## config.mk

```make
export PLATFORM = sky130hd
export DESIGN_NAME = sokrp_mul
export DESIGN_NICKNAME = d
export VERILOG_FILES = /design/src/hw/rtl/sokrp_mul.sv
export SDC_FILE = /design/constraint.sdc
export NUM_CORES = 2
export LEC_CHECK = 0
export ABC_AREA = 1
export BUFFER_PORTS_ARGS = -buffer_cell sky130_fd_sc_hd__buf_4
export CAP_MARGIN = 20
export CORE_ASPECT_RATIO = 1.1
export CORE_MARGIN = 1
export CORE_UTILIZATION = 47
export DETAILED_ROUTE_END_ITERATION = 7
export GPL_TIMING_DRIVEN = 0
export SETUP_SLACK_MARGIN = 0.02
export SYNTH_ARGS = -nofsm -noshare
export SYNTH_HDL_FRONTEND = slang
export SYNTH_SLANG_ARGS = --single-unit
```

## constraint.sdc

```tcl
create_clock -name clk -period 6.63 [get_ports clk]
set_input_delay 0 -clock clk [delete_from_list [all_inputs] [get_ports clk]]
set_output_delay 0 -clock clk [all_outputs]
set_load 0.05 [all_outputs]
```

## src/hw/rtl/sokrp_mul.sv

```systemverilog
// Pipelined unsigned multiplier built from 32x32 partial products.
// Result is the product modulo 2^PW, registered through the pp_s1, row_s2, pair_s3 and p stages.
// Depends on nothing outside this file.
`timescale 1ns / 1ps
`default_nettype none

module sokrp_mul #(
	parameter int AW = 32,
	parameter int BW = 32,
	parameter int PW = 64
) (
	input  wire logic          clk,
	input  wire logic          en,
	input  wire logic [AW-1:0] a,
	input  wire logic [BW-1:0] b,
	output logic      [PW-1:0] p
);

	localparam int NP  = ((AW + 31) / 32 + 1) / 2;
	localparam int NA  = 2 * NP;
	localparam int NB  = (BW + 31) / 32;
	localparam int AXW = NA * 32;
	localparam int BXW = NB * 32;

	logic [AXW-1:0] a_ext;
	logic [BXW-1:0] b_ext;
	logic [63:0]    pp_s1 [NA][NB];
	logic [PW-1:0]  row_c [NA];
	logic [PW-1:0]  row_s2 [NA];
	logic [PW-1:0]  pair_c [NP];
	logic [PW-1:0]  pair_s3 [NP];

	assign a_ext = AXW'(a);
	assign b_ext = BXW'(b);

	always_ff @(posedge clk) begin
		if (en) begin
			for (int i = 0; i < NA; i++) begin
				for (int j = 0; j < NB; j++) begin
					pp_s1[i][j] <= {32'b0, a_ext[32*i +: 32]} * {32'b0, b_ext[32*j +: 32]};
				end
			end
		end
	end

	always_comb begin
		for (int i = 0; i < NA; i++) begin
			row_c[i] = '0;
			for (int j = 0; j < NB; j++) begin
				row_c[i] = row_c[i] + (PW'(pp_s1[i][j]) << (32 * (i + j)));
			end
		end
	end

	always_comb begin
		for (int k = 0; k < NP; k++) begin
			pair_c[k] = row_s2[2*k] + row_s2[2*k+1];
		end
	end

	always_ff @(posedge clk) begin
		if (en) begin
			row_s2  <= row_c;
			pair_s3 <= pair_c;
		end
	end

	logic [PW-1:0] fin_c;
	always_comb begin
		fin_c = '0;
		for (int k = 0; k < NP; k++) begin
			fin_c = fin_c + pair_s3[k];
		end
	end

	always_ff @(posedge clk) begin
		if (en) begin
			p <= fin_c;
		end
	end

endmodule

`default_nettype wire

```

* Word-level counts from Yosys, hierarchy flattened *
Memories as Yosys holds them, arrays and structs flattened. A register that Yosys moved wholly into a read port is not among the register bits.
Cells that the tools add are included.

word-level totals
  register bits after elaboration = 128
  bits in writable memories = 128
  bits of input ports = 66
  output and inout port bits = 64
  logic and storage cells = 7
  memories kept = 1

cells by class
  add/subtract/negate cells = 1
  multipliers = 1
  mux-type cells = 2

memories
  name   depth  bits a word  read ports  clocked after memory_dff  write ports  RTL line  RTL
  pp_s1  2      64           2           2                         2            27        logic [63:0] pp_s1 [NA][NB];

operator list
  operator        count
  $add 64x64->64  1
  $mul 32x32->64  1
  $mux 1          2

* Logic depth before layout (Yosys ltp) *
  word-level depth = 2
  mapped depth = 30
  gate-level depth less buffers = 29

* Least setup slack after synthesis *
No wires, ideal clock.

  path type = in2reg
  start = input a[25]
  end = memory pp_s1[0][62] in the netlist's numbering, data pin
  setup time = 252 ps
  arrival time = 5683 ps
  required time = 6378 ps
  setup slack = 694 ps
  stages = 28
  buffers on the path = 1
  cell sequence = clkbuf_1 nand2_1 fa_1 inv_1 fa_1 inv_1 fa_1 inv_1 fa_1 fa_1 fa_1 fa_1 inv_1 fa_1 inv_1 ha_1 nand2_1 inv_1 nand2_1 nand2_1 nand2_1 nand2_1 nand2_1 nand2_1 a21oi_1 nand2_1 nand2_1 nand2_1

RTL lines
  element          RTL line  RTL
  start, declared  14        input wire logic [AW-1:0] a,
  end, declared    27

==> summary.md <==
| Metric | Value |
|---|---|
| Yosys warns | `0` |
| Max incr delay on CP | `0.71 ns` |
| 1st-pass router iterations | `8` |
| Final period util | `97.72%` |
| Final Instance Count excl. Fillers | `6626` |
| WL/cell | `21.79 um` |
| Syn-to-layout area delta | `8.139%` |
| Most used cell, CP | `fa_1` |
| H-tree levels | `1` |
| CTS buffer count | `20` |
| R2R cell count | `0` |
| GPL Wtd Cong | `1.046` |
| Row count | `117` |
| Clock root cell | `clkbuf_16` |
| Min Clock Period, post-route | `6.479 ns` |
| Avg Cell Area, Syn | `8.404 um2` |
| WL final | `144.4 mm` |
| CP required | `6.88 ns` |
| CP Depth | `25` |
| Antenna Nets Post-Route | `0` |
| Setup violators final | `0` |
| Worst-Margin Slew | `1.032 ns` |
| Buf/Inv on CP | `6` |
| Outcome | `completed` |
| CP Launch Type | `input pin` |
| Syn nets | `6435` |
| Die height | `322.1 um` |
| Skew final | `0.01260 ns` |
| Final Max Tran Viols | `0` |
| I/O Buffers | `129` |
| Die width | `293.0 um` |
| Largest net degree at the start of global routing | `117` |
| Global route overflow | `0` |
| Via count | `33190` |
| CTS tree | `done` |
| FF+latch count, synth | `256` |
| Core Region | `92370 um2` |
| Hold Fails Final Rpt | `0` |
| Crit Path Class | `input pin to flip-flop` |
| DP Wirelength | `122.9 mm` |
| Fraction of layout cells with a size suffix above 1 | `6.994%` |
| Crit path arrival time | `6.73 ns` |
| Top Family by Delay on Critical Path | `adder cells` |
| Mapped Cells | `5210` |
| Synth cell types | `23` |
| CP max-delay cell | `fa_1` |
| Setup Buffers After CTS | `0` |
| Vias per cell | `5.009` |
| Class of the worst hold path | `input pin to flip-flop` |
| Setup crit end kind | `flip-flop` |
| Max frequency | `154.3 MHz` |
| Maximum clock path buffer count | `3` |
| DP Cell Count | `6592` |
| Hold Path Depth | `6` |
| Starting Density | `47.40%` |
| Reg clk slew, reported paths | `0.07 ns` |
| Die ar. | `94380 um2` |
| RSZ-0062 raised after global routing | `yes` |
| FF/Latch Area | `7687 um2` |
| GR Util All Layers | `31.19%` |
| Initial antenna violation count | `3` |
| # IOs | `130` |
| Vias in the first global route | `33260` |
| Setup WS pre-CTS | `-0.7183 ns` |
| Synthesized cell area | `43780 um2` |
| Slew margin rel. | `31.20%` |
| Sequential fraction of the synthesis area | `17.56%` |
| Clock sinks | `256` |
| Final worst slack | `0.1510 ns` |
| CP Max Fanout | `14` |
| DRC | `0` |
| Final #Nets | `6587` |
| Layout fillers | `8943` |
| Multi-input logic area | `28870 um2` |
| Drt initial violations | `3282` |
| Clk_lat worst skew | `0.50 ns` |
| First-pass GRT wire length | `211.5 mm` |
| Max Cap Viol | `0` |
## final timing paths
kind / from / endpoint / slack, ns
max: a[12] / pp_s1[0][59] / 0.15
min reg2reg: row_s2[64] / pair_s3[0] / 0.41
min: b[2] / pp_s1[0][2] / 0.24
max reg2reg: row_s2[105] / pair_s3[41] / 6.00
## tightest hold or removal path, cell delays in order
cell     delay (ns)
buf_4          0.13
nand2_1        0.06
inv_1          0.05
ha_1           0.13
ha_1           0.13
ha_1           0.13
## Yosys cell counts (all sizes together)
| master | instances | area (um2) |
|---|---|---|
| nand2 | 1579 | 5949 |
| a21oi | 44 | 220.2 |
| nand4 | 16 | 100.1 |
| nor2 | 100 | 465.5 |
| o21bai | 13 | 101.4 |
| ha | 263 | 3291 |
| clkbuf | 192 | 720.7 |
| nor3 | 17 | 132.6 |
| nand3 | 63 | 350.3 |
| edfxtp | 256 | 7687 |
| o21ai | 1 | 5.000 |
| fa | 896 | 17940 |
| inv | 1734 | 6509 |
| xor2 | 32 | 280.3 |
| xnor2 | 4 | 35.03 |
## cells by family after synthesis
logic type,after synthesis,synth area share [%]
DFF,256,17.56
buffers and inverters,1926,16.51
xor gates and xnor gates,36,0.7201
AOI/OAI and AO/OA,58,0.7458
adders and majority gates,1159,48.48
and+or+nand+nor,1775,15.98
## cells in the final DEF (no fill, tap or decap), drive strengths merged
cell type / netlist / routed
a21oi: 44 / 44
buf: 0 / 141
bufinv: 0 / 2
clkbuf: 192 / 198
clkdlybuf4s15: 0 / 1
clkinv: 0 / 10
clkinvlp: 0 / 1
diode: 0 / 1
dlygate4sd3: 0 / 3
edfxtp: 256 / 256
fa: 896 / 896
ha: 263 / 263
inv: 1734 / 1736
nand2: 1579 / 1579
nand3: 63 / 63
nand4: 16 / 16
nor2: 100 / 100
nor3: 17 / 17
o21ai: 1 / 1
o21bai: 13 / 13
xnor2: 4 / 4
xor2: 32 / 32
## stage by stage
step | hold WS (ns) | util (%) | area, um2 | TNS, ns
final | 0.2395 | 51.26 | 47350 | 0
after global routing | 0.2664 | 51.25 | 47350 | -0.005521
after CTS | 0.2164 | 51.05 | 47150 | 0
after detailed placement | 0.3728 | 50.25 | 46420 | -24.39
after global placement | 0.3630 | 50.14 | 46320 | -22.50
after floorplan | 0.1125 | - | 43780 | 0
## timing repair
item / CTS / global route
hold buffers: 3 / 0
hold endpoints to repair: 34 / 0
endpoints found under the setup margin: 29 / 41
gates resized for setup: 40 / 307
## registers in the layout (all words and copies together), names as in the netlist
name     cells
p           64
pair_s3     64
pp_s1       64
row_s2      64
## metal layers
metal  vias to the layer above  track usage (%)  routed length [um]
li1                      14780                -                   -
met1                     16220            40.91               55850
met2                      1724            49.10               63910
met3                       458            6.107               15010
met4                         4            16.45                9594
met5                         -                0                  21
## layout make-up
class	instances	share of cell area, %
sequential	256	16.24
timing repair buffer	136	2.331
inverter	1734	13.75
buffer	186	1.974
multi-input combinational	3028	60.98
clock buffer	21	1.065
clock inverter	15	0.3594
antenna	1	0.005285
tap	1249	3.301
Power is not shown: default switching activity piles up to over one toggle a cycle in this logic, so the estimate is an artifact.
